[src/hdl/tpd_pkg.sv]
// ----------------------------------------------------------------------------
// tpd_pkg: shared types and constants for the touch pad detector
// Field widths, register codes, the control FSM encoding and the divider
// request/response bundles.
// ----------------------------------------------------------------------------
package tpd_pkg;

  localparam int unsigned PadW      = 3;
  localparam int unsigned CountW    = 16;
  localparam int unsigned ThrW      = 16;
  localparam int unsigned RangeW    = 16;
  localparam int unsigned CfgIdxW   = 2;
  localparam int unsigned CfgDataW  = 64;
  localparam int unsigned NumW      = 21;  // (delta - thr) * 25
  localparam int unsigned DenW      = 32;  // thr * range
  localparam int unsigned QuotW     = 18;  // quotient bits below 2^18
  localparam int unsigned LevelW    = 17;  // UQ1.16
  localparam int unsigned InTdataW  = 40;
  localparam int unsigned OutTdataW = 24;

  localparam logic [CfgDataW-1:0] ThreshReset  = 64'h0064_0064_0064_0064;
  localparam logic [RangeW-1:0]   RangeReset   = 16'd200;
  localparam logic [RangeW-1:0]   RangeDefault = 16'd100;
  // 100 * 2^16 = 25 * 2^18: the numerator is (delta - thr) * 25 shifted by QuotW
  localparam logic [4:0]          DeltaScale   = 5'd25;
  localparam logic [LevelW-1:0]   LevelOne     = 17'h10000;

  typedef enum logic [CfgIdxW-1:0] {
    CFG_THR_LO = 2'd0,
    CFG_THR_HI = 2'd1,
    CFG_RANGE  = 2'd2
  } cfg_reg_e;

  typedef enum logic [2:0] {
    ST_IDLE,
    ST_MUL,
    ST_CHK,
    ST_DIV,
    ST_OUT
  } state_e;

  typedef struct packed {
    logic            start;
    logic [NumW-1:0] num;
    logic [DenW-1:0] den;
  } div_req_t;

  typedef struct packed {
    logic             busy;
    logic             done;
    logic [QuotW-1:0] quot;
  } div_rsp_t;

endpackage

[src/hdl/tpd_cfg.sv]
// ----------------------------------------------------------------------------
// tpd_cfg: configuration registers
// Holds the packed per-pad thresholds and the pressure range; returns the
// threshold of one pad and the effective range.
// ----------------------------------------------------------------------------
module tpd_cfg import tpd_pkg::*; (
  input  logic                clk_i,
  input  logic                rst_ni,
  input  logic                cfg_valid_i,
  input  logic [CfgIdxW-1:0]  cfg_index_i,
  input  logic [CfgDataW-1:0] cfg_data_i,
  input  logic [PadW-1:0]     pad_i,
  output logic [ThrW-1:0]     thr_o,
  output logic [RangeW-1:0]   range_o
);

  logic [CfgDataW-1:0] thr_lo_q, thr_hi_q;
  logic [RangeW-1:0]   range_q;
  logic [CfgDataW-1:0] thr_word;

  always_ff @(posedge clk_i or negedge rst_ni) begin
    if (!rst_ni) begin
      thr_lo_q <= ThreshReset;
      thr_hi_q <= ThreshReset;
      range_q  <= RangeReset;
    end else if (cfg_valid_i) begin
      case (cfg_reg_e'(cfg_index_i))
        CFG_THR_LO: thr_lo_q <= cfg_data_i;
        CFG_THR_HI: thr_hi_q <= cfg_data_i;
        CFG_RANGE:  range_q  <= cfg_data_i[RangeW-1:0];
        default: ;
      endcase
    end
  end

  assign thr_word = pad_i[2] ? thr_hi_q : thr_lo_q;
  assign thr_o    = thr_word[{pad_i[1:0], 4'b0000} +: ThrW];
  // zero range acts as 100 percent
  assign range_o  = (range_q == '0) ? RangeDefault : range_q;

endmodule

[src/hdl/tpd_div.sv]
// ----------------------------------------------------------------------------
// tpd_div: bit-serial restoring divider
// One quotient bit per cycle. Caller guarantees
// num < den so the quotient fits in QuotW bits.
// ----------------------------------------------------------------------------
module tpd_div import tpd_pkg::*; (
  input  logic     clk_i,
  input  logic     rst_ni,
  input  div_req_t req_i,
  output div_rsp_t rsp_o
);

  localparam int unsigned CntW = $clog2(QuotW + 1);

  logic [DenW:0]    rem_q, rem_d, rem_shift;
  logic [DenW-1:0]  den_q;
  logic [QuotW-1:0] quot_q;
  logic [CntW-1:0]  cnt_q;
  logic             busy_q, done_q;
  logic             fits;

  // remainder stays below den, so the doubled value fits in DenW+1 bits
  assign rem_shift = {rem_q[DenW-1:0], 1'b0};
  assign fits      = rem_shift >= {1'b0, den_q};
  assign rem_d     = fits ? (rem_shift - {1'b0, den_q}) : rem_shift;

  always_ff @(posedge clk_i or negedge rst_ni) begin
    if (!rst_ni) begin
      busy_q <= 1'b0;
      done_q <= 1'b0;
      cnt_q  <= '0;
    end else begin
      done_q <= 1'b0;
      if (req_i.start) begin
        busy_q <= 1'b1;
        cnt_q  <= CntW'(QuotW);
      end else if (busy_q) begin
        cnt_q <= cnt_q - 1'b1;
        if (cnt_q == CntW'(1)) begin
          busy_q <= 1'b0;
          done_q <= 1'b1;
        end
      end
    end
  end

  always_ff @(posedge clk_i) begin
    if (req_i.start) begin
      rem_q  <= (DenW + 1)'(req_i.num);
      den_q  <= req_i.den;
      quot_q <= '0;
    end else if (busy_q) begin
      rem_q  <= rem_d;
      quot_q <= {quot_q[QuotW-2:0], fits};
    end
  end

  assign rsp_o.busy = busy_q;
  assign rsp_o.done = done_q;
  assign rsp_o.quot = quot_q;

endmodule

[src/hdl/touch_pad_detect_pressure.sv]
// ----------------------------------------------------------------------------
// touch_pad_detect_pressure: capacitive touch detection with pressure level
// Per sample: delta = |raw - baseline|, touching when delta >= threshold,
// per-pad touch flag with change report, UQ1.16 pressure while touching.
// ----------------------------------------------------------------------------
//
//  channel   | dir | handshake                      | payload
//  ----------+-----+--------------------------------+---------------------------
//  s_axis    | in  | s_axis_tvalid / s_axis_tready  | pad_index, raw, baseline
//  m_axis    | out | m_axis_tvalid / m_axis_tready  | pad, flags, pressure_level
//  cfg       | in  | cfg_valid_i / cfg_ready_o      | register index, 64b data
//
//  Flow: a touching item with a nonzero threshold below the saturation point
//    is accepted, multiplied, checked, divided by the bit-serial divider, and
//    its quotient is taken, then it moves to the output register; saturated
//    items skip the divider, and idle pads go straight to the output register.
//  Reset: all touch flags clear, thresholds 100, range 200, no item pending.
//  Stalls: one item in flight; the output register holds a finished item
//    while the next one is accepted and worked on. Config is always ready.
//
module touch_pad_detect_pressure import tpd_pkg::*; #(
  parameter int unsigned PAD_COUNT = 8
) (
  input  logic                 clk_i,
  input  logic                 rst_ni,
  input  logic                 s_axis_tvalid,
  output logic                 s_axis_tready,
  // [2:0] pad_index, [18:3] raw_count, [34:19] baseline_count, [39:35] zero
  input  logic [InTdataW-1:0]  s_axis_tdata,
  output logic                 m_axis_tvalid,
  input  logic                 m_axis_tready,
  // [2:0] pad_number, [3] is_touching, [4] touch_changed,
  // [5] pressure_valid, [22:6] pressure_level, [23] zero
  output logic [OutTdataW-1:0] m_axis_tdata,
  input  logic                 cfg_valid_i,
  output logic                 cfg_ready_o,
  input  logic [CfgIdxW-1:0]   cfg_index_i,
  input  logic [CfgDataW-1:0]  cfg_data_i
);

  state_e state_q, state_d;

  // input unpack
  logic [PadW-1:0]   pad_in;
  logic [CountW-1:0] raw_in, base_in, delta_in;
  logic [ThrW-1:0]   thr_in;
  logic [RangeW-1:0] range_eff;
  logic              touch_in, pad_ok, accept, cur_flag;

  // item payload
  logic [PadW-1:0]   pad_q;
  logic              touch_q, chg_q;
  logic [CountW-1:0] delta_q;
  logic [ThrW-1:0]   thr_q;
  logic [NumW-1:0]   n25_q, n25_d;
  logic [DenW-1:0]   den_q, den_d;
  logic [CountW-1:0] excess;
  logic [LevelW-1:0] level_q, level_d;

  logic [PAD_COUNT-1:0] touch_flags_q;

  logic                 out_valid_q, load_out;
  logic [OutTdataW-1:0] out_data_q;

  div_req_t div_req;
  div_rsp_t div_rsp;

  assign pad_in   = s_axis_tdata[2:0];
  assign raw_in   = s_axis_tdata[18:3];
  assign base_in  = s_axis_tdata[34:19];
  assign delta_in = (raw_in >= base_in) ? (raw_in - base_in) : (base_in - raw_in);
  assign touch_in = delta_in >= thr_in;
  assign pad_ok   = {1'b0, pad_in} < 4'(PAD_COUNT);

  assign s_axis_tready = (state_q == ST_IDLE);
  assign accept        = s_axis_tvalid && s_axis_tready;
  assign cfg_ready_o   = 1'b1;

  tpd_cfg u_cfg (
    .clk_i       (clk_i),
    .rst_ni      (rst_ni),
    .cfg_valid_i (cfg_valid_i),
    .cfg_index_i (cfg_index_i),
    .cfg_data_i  (cfg_data_i),
    .pad_i       (pad_in),
    .thr_o       (thr_in),
    .range_o     (range_eff)
  );

  // stored flag of the addressed pad
  always_comb begin
    cur_flag = 1'b0;
    for (int k = 0; k < PAD_COUNT; k++) begin
      if (pad_in == PadW'(k)) cur_flag = touch_flags_q[k];
    end
  end

  always_ff @(posedge clk_i or negedge rst_ni) begin
    if (!rst_ni) begin
      touch_flags_q <= '0;
    end else if (accept && pad_ok) begin
      for (int k = 0; k < PAD_COUNT; k++) begin
        if (pad_in == PadW'(k)) touch_flags_q[k] <= touch_in;
      end
    end
  end

  // numerator scaled so the quotient needs QuotW bits; denominator thr * range
  assign excess = delta_q - thr_q;
  assign n25_d  = NumW'(excess) * NumW'(DeltaScale);
  assign den_d  = DenW'(thr_q) * DenW'(range_eff);

  always_ff @(posedge clk_i) begin
    if (accept) begin
      pad_q   <= pad_in;
      touch_q <= touch_in;
      chg_q   <= touch_in ^ cur_flag;
      delta_q <= delta_in;
      thr_q   <= thr_in;
    end
    if (state_q == ST_MUL) begin
      n25_q <= n25_d;
      den_q <= den_d;
    end
    level_q <= level_d;
    if (load_out) out_data_q <= {1'b0, level_q, touch_q, chg_q, touch_q, pad_q};
  end

  always_ff @(posedge clk_i or negedge rst_ni) begin
    if (!rst_ni) begin
      state_q     <= ST_IDLE;
      out_valid_q <= 1'b0;
    end else begin
      state_q <= state_d;
      if (load_out)           out_valid_q <= 1'b1;
      else if (m_axis_tready) out_valid_q <= 1'b0;
    end
  end

  always_comb begin
    state_d       = state_q;
    level_d       = level_q;
    load_out      = 1'b0;
    div_req.start = 1'b0;
    div_req.num   = n25_q;
    div_req.den   = den_q;
    case (state_q)
      ST_IDLE: begin
        if (accept && pad_ok) begin
          level_d = '0;
          // zero threshold or no touch: level stays zero
          state_d = (touch_in && (thr_in != '0)) ? ST_MUL : ST_OUT;
        end
      end
      ST_MUL: state_d = ST_CHK;
      ST_CHK: begin
        if ((DenW'(n25_q)) >= den_q) begin
          // quotient would reach 2^18: far past full scale
          level_d = LevelOne;
          state_d = ST_OUT;
        end else begin
          div_req.start = 1'b1;
          state_d       = ST_DIV;
        end
      end
      ST_DIV: begin
        if (div_rsp.done) begin
          level_d = (div_rsp.quot > {1'b0, LevelOne}) ? LevelOne
                                                      : div_rsp.quot[LevelW-1:0];
          state_d = ST_OUT;
        end
      end
      ST_OUT: begin
        if (!out_valid_q || m_axis_tready) begin
          load_out = 1'b1;
          state_d  = ST_IDLE;
        end
      end
      default: state_d = ST_IDLE;
    endcase
  end

  tpd_div u_div (
    .clk_i  (clk_i),
    .rst_ni (rst_ni),
    .req_i  (div_req),
    .rsp_o  (div_rsp)
  );

  assign m_axis_tvalid = out_valid_q;
  assign m_axis_tdata  = out_data_q;

  a_level_max: assert property (@(posedge clk_i) disable iff (!rst_ni)
    m_axis_tvalid |-> (m_axis_tdata[22:6] <= LevelOne))
    else $error("pressure level above full scale");

  a_idle_no_level: assert property (@(posedge clk_i) disable iff (!rst_ni)
    (m_axis_tvalid && !m_axis_tdata[3]) |-> (m_axis_tdata[22:6] == '0))
    else $error("pressure reported for a pad that is not touching");

  a_done_in_div: assert property (@(posedge clk_i) disable iff (!rst_ni)
    div_rsp.done |-> (state_q == ST_DIV))
    else $error("divider finished outside the divide phase");

  a_ready_div_free: assert property (@(posedge clk_i) disable iff (!rst_ni)
    s_axis_tready |-> !div_rsp.busy)
    else $error("input ready while divider busy");

endmodule
[config.mk]
export PLATFORM = sky130hd
export DESIGN_NAME = touch_pad_detect_pressure
export DESIGN_NICKNAME = d
export VERILOG_FILES = /design/src/hdl/tpd_pkg.sv /design/src/hdl/tpd_cfg.sv /design/src/hdl/tpd_div.sv /design/src/hdl/touch_pad_detect_pressure.sv
export SDC_FILE = /design/constraint.sdc
export NUM_CORES = 1
export LEC_CHECK = 0
export BUFFER_PORTS_ARGS = -buffer_cell sky130_fd_sc_hd__buf_2
export CAP_MARGIN = 0
export CORE_ASPECT_RATIO = 1.75
export CORE_UTILIZATION = 65
export CTS_BUF_LIST = sky130_fd_sc_hd__clkbuf_4
export DETAILED_ROUTE_END_ITERATION = 8
export GPL_TIMING_DRIVEN = 1
export MAX_ROUTING_LAYER = met4
export PLACE_DENSITY = 0.84
export SYNTH_ARGS = -nofsm -noshare
export SYNTH_HDL_FRONTEND = slang
export SYNTH_SLANG_ARGS = --single-unit
[constraint.sdc]
create_clock -name clk_i -period 7.9 [get_ports clk_i]
set_input_delay 1.58 -clock clk_i [delete_from_list [all_inputs] [get_ports clk_i]]
set_output_delay 1.58 -clock clk_i [all_outputs]
set_load 0.005 [all_outputs]
======== After elaboration in Yosys (flattened, before gate mapping) ========
Cells that the tools add are included.
storage, ports and cells
  register bits after elaboration ......... 375
  input bits .............................. 111
  output and inout port bits .............. 27
  word-level logic and storage cells ...... 125
operators by class
  $add $sub $neg .......................... 5
  multipliers ............................. 2
  $lt $le $gt $ge ......................... 5
  equal/unequal tests ..................... 18
  shift operators ......................... 1
  muxes and demuxes ....................... 39
  bitwise operators ....................... 1
  reductions and logical operators ........ 25
operators by type and width
  operator               count
  $mux 17                4
  $mux 64                1
  $shiftx 64x7->16       1
  $pmux 17 s3            1
  $sub 16x16->16         3
  $mux 21                2
  $ge 33x32->1           1
  $ge 16x16->1           2
  $ge 21x32->1           1
  $mul 16x16->32         1
  $mux 16                2
  $mux 32                1
  $sub 32x32->32         1
  $reduce_and 2->1       11
  $mul 16x5->21 const B  1
  $mux 1                 20
  $gt 18x17->1 const B   1
  $logic_not 16->1       1
  $reduce_bool 16->1     1
  $eq 3x3->1 const B     5
  $mux 3                 5
  $pmux 3 s5             1
  $eq 3x2->1 const B     4
  $mux 5                 2
  17 further kinds       23

======== Logic depth before layout (Yosys ltp) ========
  word-level depth ........................ 10
  depth in mapped cells ................... 28
  gate-level depth less buffers ........... 26

======== By module ========
Synthesis repeated with hierarchy kept, for this count alone.
second synthesis, totals
  cells, all modules ...................... 2779
  area, all modules ....................... 29808.6 um^2
by module, submodules not included
  module                     instances  cells each  area an instance (um^2)  seq. area each (um^2)
  touch_pad_detect_pressure  1          1823        17880.9                  4174.0
  tpd_cfg                    1          386         6543.8                   3637.2
  tpd_div                    1          570         5383.9                   2347.3

======== Worst setup path after synthesis ========
No wires, ideal clock.
  path kind ............................... flip-flop to flip-flop
  from .................................... register u_cfg.range_q[3]
  to ...................................... register den_q[30] (data pin)
  data arrival time ....................... 6772 ps
  setup slack ............................. 870 ps
  cell stages (with the launch flop) ...... 27
  path buffers ............................ 2
  cell sequence ........................... dfstp_2 clkbuf_1 nor4_1 nand4_1 nor2b_1 clkbuf_1 nor2_1 fa_1 inv_1 fa_1 fa_1 inv_1 fa_1 fa_1 inv_1 fa_1 inv_1 ha_1 a211oi_1 o21ai_0 a221oi_1 o21ai_0 a41oi_1 a31oi_1 a211o_1 a21oi_1 xnor2_1
on the way
  longest elaborated chain between the ends .. 3
RTL lines
  what                    line                              text
  start, declared         tpd_cfg.sv:18                     logic [RangeW-1:0] range_q;
  start signal, assigned  tpd_cfg.sv:25                     range_q <= RangeReset;
  start signal, assigned  tpd_cfg.sv:30                     CFG_RANGE: range_q <= cfg_data_i[RangeW-1:0];
  $logic_not 16->1        tpd_cfg.sv:39                     assign range_o = (range_q == '0) ? RangeDefault : range_q;
  $mux 16 *               tpd_cfg.sv:39
  $mul 16x16->32 *        touch_pad_detect_pressure.sv:111  assign den_d = DenW'(thr_q) * DenW'(range_eff);
  via den_d[30]           touch_pad_detect_pressure.sv:56   logic [DenW-1:0] den_q, den_d;
  end signal, assigned    touch_pad_detect_pressure.sv:123  den_q <= den_d;
  end, declared           touch_pad_detect_pressure.sv:56
Mark *: on every way through the listed nets, which the timed path passes. The rest lies on a longest branch.
A chain may end at the register's enable or synchronous reset.

======== Final worst setup path ========
  from .................................... register u_cfg.range_q[13]
  to ...................................... register den_q[31] (data pin)
Same word-level chain as after synthesis.

==> results.md <==
* Die width at 163 um
* FFs w/ async S/R, synth at 43.6%
* Worst r2r dst: den_q[31]
* Gr ovfl total at 0
* Reg clk slew, reported paths at 70 ps
* Sequential area share after synthesis at 34.4%
* Via count at 21000
* Compound-Gate Fraction of Synth Area at 8.48%
* Post-synth top flop: edfxtp_1
* Synth Area in XOR/XNOR at 3.05%
* Layout cells sized above 1 at 19.4%
* Post-route cell area at 0.0321 sq mm
* Fill count at 3196
* Max Root-Sink Buffers at 3
* Placed inst area at 0.0308 sq mm
* # IOs at 138
* Vias/cell at 5.88
* Post_cts resized at 0
* Synthesized instance count at 2779
* Kind of critical path: flop to flop
* H-tree depth at 3
* Setup TNS at 0 ps
* Synth area leader: edfxtp_1
* Max Slew Vio Count at 0
* Slew @ Worst Pin at 1090 ps
* Reg-to-reg slack, setup at 640 ps
* Worst Setup End Kind: flop
* Average size of a mapped cell at 10.6 sq um
* Endpoints failing hold at 0
* Total CTS buffers at 85
* Max Clock Skew at 57.9 ps
* Largest family of logic cells by synthesized area: adder cells
* Iter 0 DRT Violations at 854
* GP Congestion at 0.972
* Hold Path Stages at 0
* Post-Synthesis Cell Area at 0.0296 sq mm
* Final hold slack at 421 ps
* TritonCTS clock tree: yes
* Top cells by count, synth: 420 x inv_1, 273 x ha_1, 222 x nand2_1
* Largest net degree at the start of global routing at 94
* DP HPWL at 53900 um
* Die Area at 0.0464 sq mm
* Adder-cell area share of the yosys netlist at 25.7%
* WHS Endpoint: m_axis_tdata[7]
* Status: completed
* Vias in the first global route at 23136
* Setup violators final at 0
* Most common cell in the synthesized netlist: inv_1
* Crit-path max FO at 10
* EDFF count, synth at 182
* Clk_lat worst skew at 830 ps
* Post-CTS setup buffers at 0
* Pre-antenna DRT Iters at 5
* CTS Hold Buffers Added at 0
* Total wire length at 69300 um
* Maxcap violations at 0
* DR WL/cell at 19.4 um
* Die Y at 284 um
* Synth Register Bits at 374
* R2R depth at 25
* Max-slew headroom at 26.3%
* Post-route minimum period at 7260 ps
* Overall Global Routing Usage at 32.2%
* WP data arrival at 7810 ps
* Std-Cell Rows at 103
* Worst path most repeated cell: fa_1
* Slowest stage delay, CP at 540 ps
* Min-delay worst type: flop to flop
* Type of origin of the critical path: flop
* Crit path required time at 8450 ps
* Core Util, Final at 71.3%
* Mux cell area share after synthesis at 10.8%
* Initial Util at 65.7%
* Final nets at 3513
* Mapped Nets at 3372
* Fin crit share at 91.8%
* Synth area leaders: edfxtp_1 18%, fa_1 14%, ha_1 12%
* Core area at 0.0450 sq mm
* First-pass GRT wire length at 112000 um
* Unrepaired setup endpoints after global routing: false
* FF-to-FF Start: u_cfg.range_q[13]
* Post-synth cell types at 77
* Initial antenna violation count at 1
* I/O Buffers at 130
* DRC Markers at 0
* Clock sink total at 374
* Post-synth top area share at 18.5%
* Post-Synth Simple-Gate Area at 10.7%
* Crit-path slowest cell: fa_1
* Layout area overhead at 8.42%
* ANT nets after route at 0
* CTS Root Cell: clkbuf_4
* Synthesis Warnings at 0
* Worst Hold Launch: level_q[1]
* Fmax achieved at 0.138 GHz
## how the worst max path moves through the flow
stage                                 start        end  slack [ps]  depth (start not counted)
after floorplan            u_cfg.range_q[3]  den_q[30]         870                         26
after global placement    u_cfg.range_q[13]  den_q[31]         750                         25
after detailed placement  u_cfg.range_q[13]  den_q[31]         670                         25
after CTS                 u_cfg.range_q[13]  den_q[31]         660                         25
after global routing      u_cfg.range_q[13]  den_q[31]         290                         25
final                     u_cfg.range_q[13]  den_q[31]         640                         25
## stage by stage
step	worst slack [ps]	cells
floorplan	870	2779
global placement	750	3410
detailed placement	668	3410
CTS	662	3569
global route	290	3570
finish	644	3570
## cell usage in the layout, fill, tap and decap left out, types with 30 or more instances in the layout
master,count
clkbuf_4,127
ha_1,273
edfxtp_1,182
dfrtp_1,135
mux2i_1,52
and2_1,114
a21o_1,66
nand2_1,222
o21ai_0,41
buf_2,129
inv_1,420
xnor2_1,74
a21oi_1,101
nand3_1,30
mux2_2,200
fa_1,209
buf_4,37
nor2_1,114
## layer usage
metal  share of wire [%]  vias up  global-route usage (%)
met5                   0        -                       -
met3                 5.3      302                    5.40
li1                    -     9725                       -
met4                 8.0        0                    24.0
met2                  54      712                    57.2
met1                  33    10261                    30.6
## worst max-delay path, delay by kind of cell, from the launching register on
family	cells	cell delay, ps
AOI/OAI and AO/OA	6	1370
xor gates and xnor gates	1	120
adders and majority gates	7	3380
buffers and inverters	6	500
DFF	1	380
and+or+nand+nor	5	1240
## cell type report
cell class | count | area [sq um] | share of cell area [%]
Inverter | 421 | 1580 | 4.93
Clock buffer | 127 | 953 | 2.97
Clock inverter | 32 | 320 | 0.999
Antenna cell | 1 | 2.50 | 0.00781
Tap cell | 577 | 722 | 2.25
Sequential cell | 374 | 10200 | 31.7
Multi-Input combinational cell | 1871 | 17400 | 54.2
Timing Repair Buffer | 167 | 935 | 2.92
## cell families (layout without fill, tap and decap cells)
kind of cell,count (synthesis),count (layout)
simple gates,643,643
buf+inv,534,747
fa+ha+maj,482,482
flops,374,374
compound gates,369,369
mux,272,272
xor+xnor,103,103
other cells,2,3
## state kept, by name (all words and copies together) (netlist names), 3 cells and up
| register | count |
|---|---|
| u_div.quot_q | 18 |
| n25_q | 21 |
| u_cfg.thr_lo_q | 64 |
| u_cfg.thr_hi_q | 64 |
| delta_q | 16 |
| level_q | 17 |
| den_q | 32 |
| u_div.den_q | 32 |
| touch_flags_q | 8 |
| u_div.rem_q | 32 |
| m_axis_tdata | 22 |
| state_q | 3 |
| u_cfg.range_q | 16 |
| u_div.cnt_q | 5 |
| thr_q | 16 |
| pad_q | 3 |
Power is not shown: default switching activity piles up to over one toggle a cycle in this logic, so the estimate is an artifact.
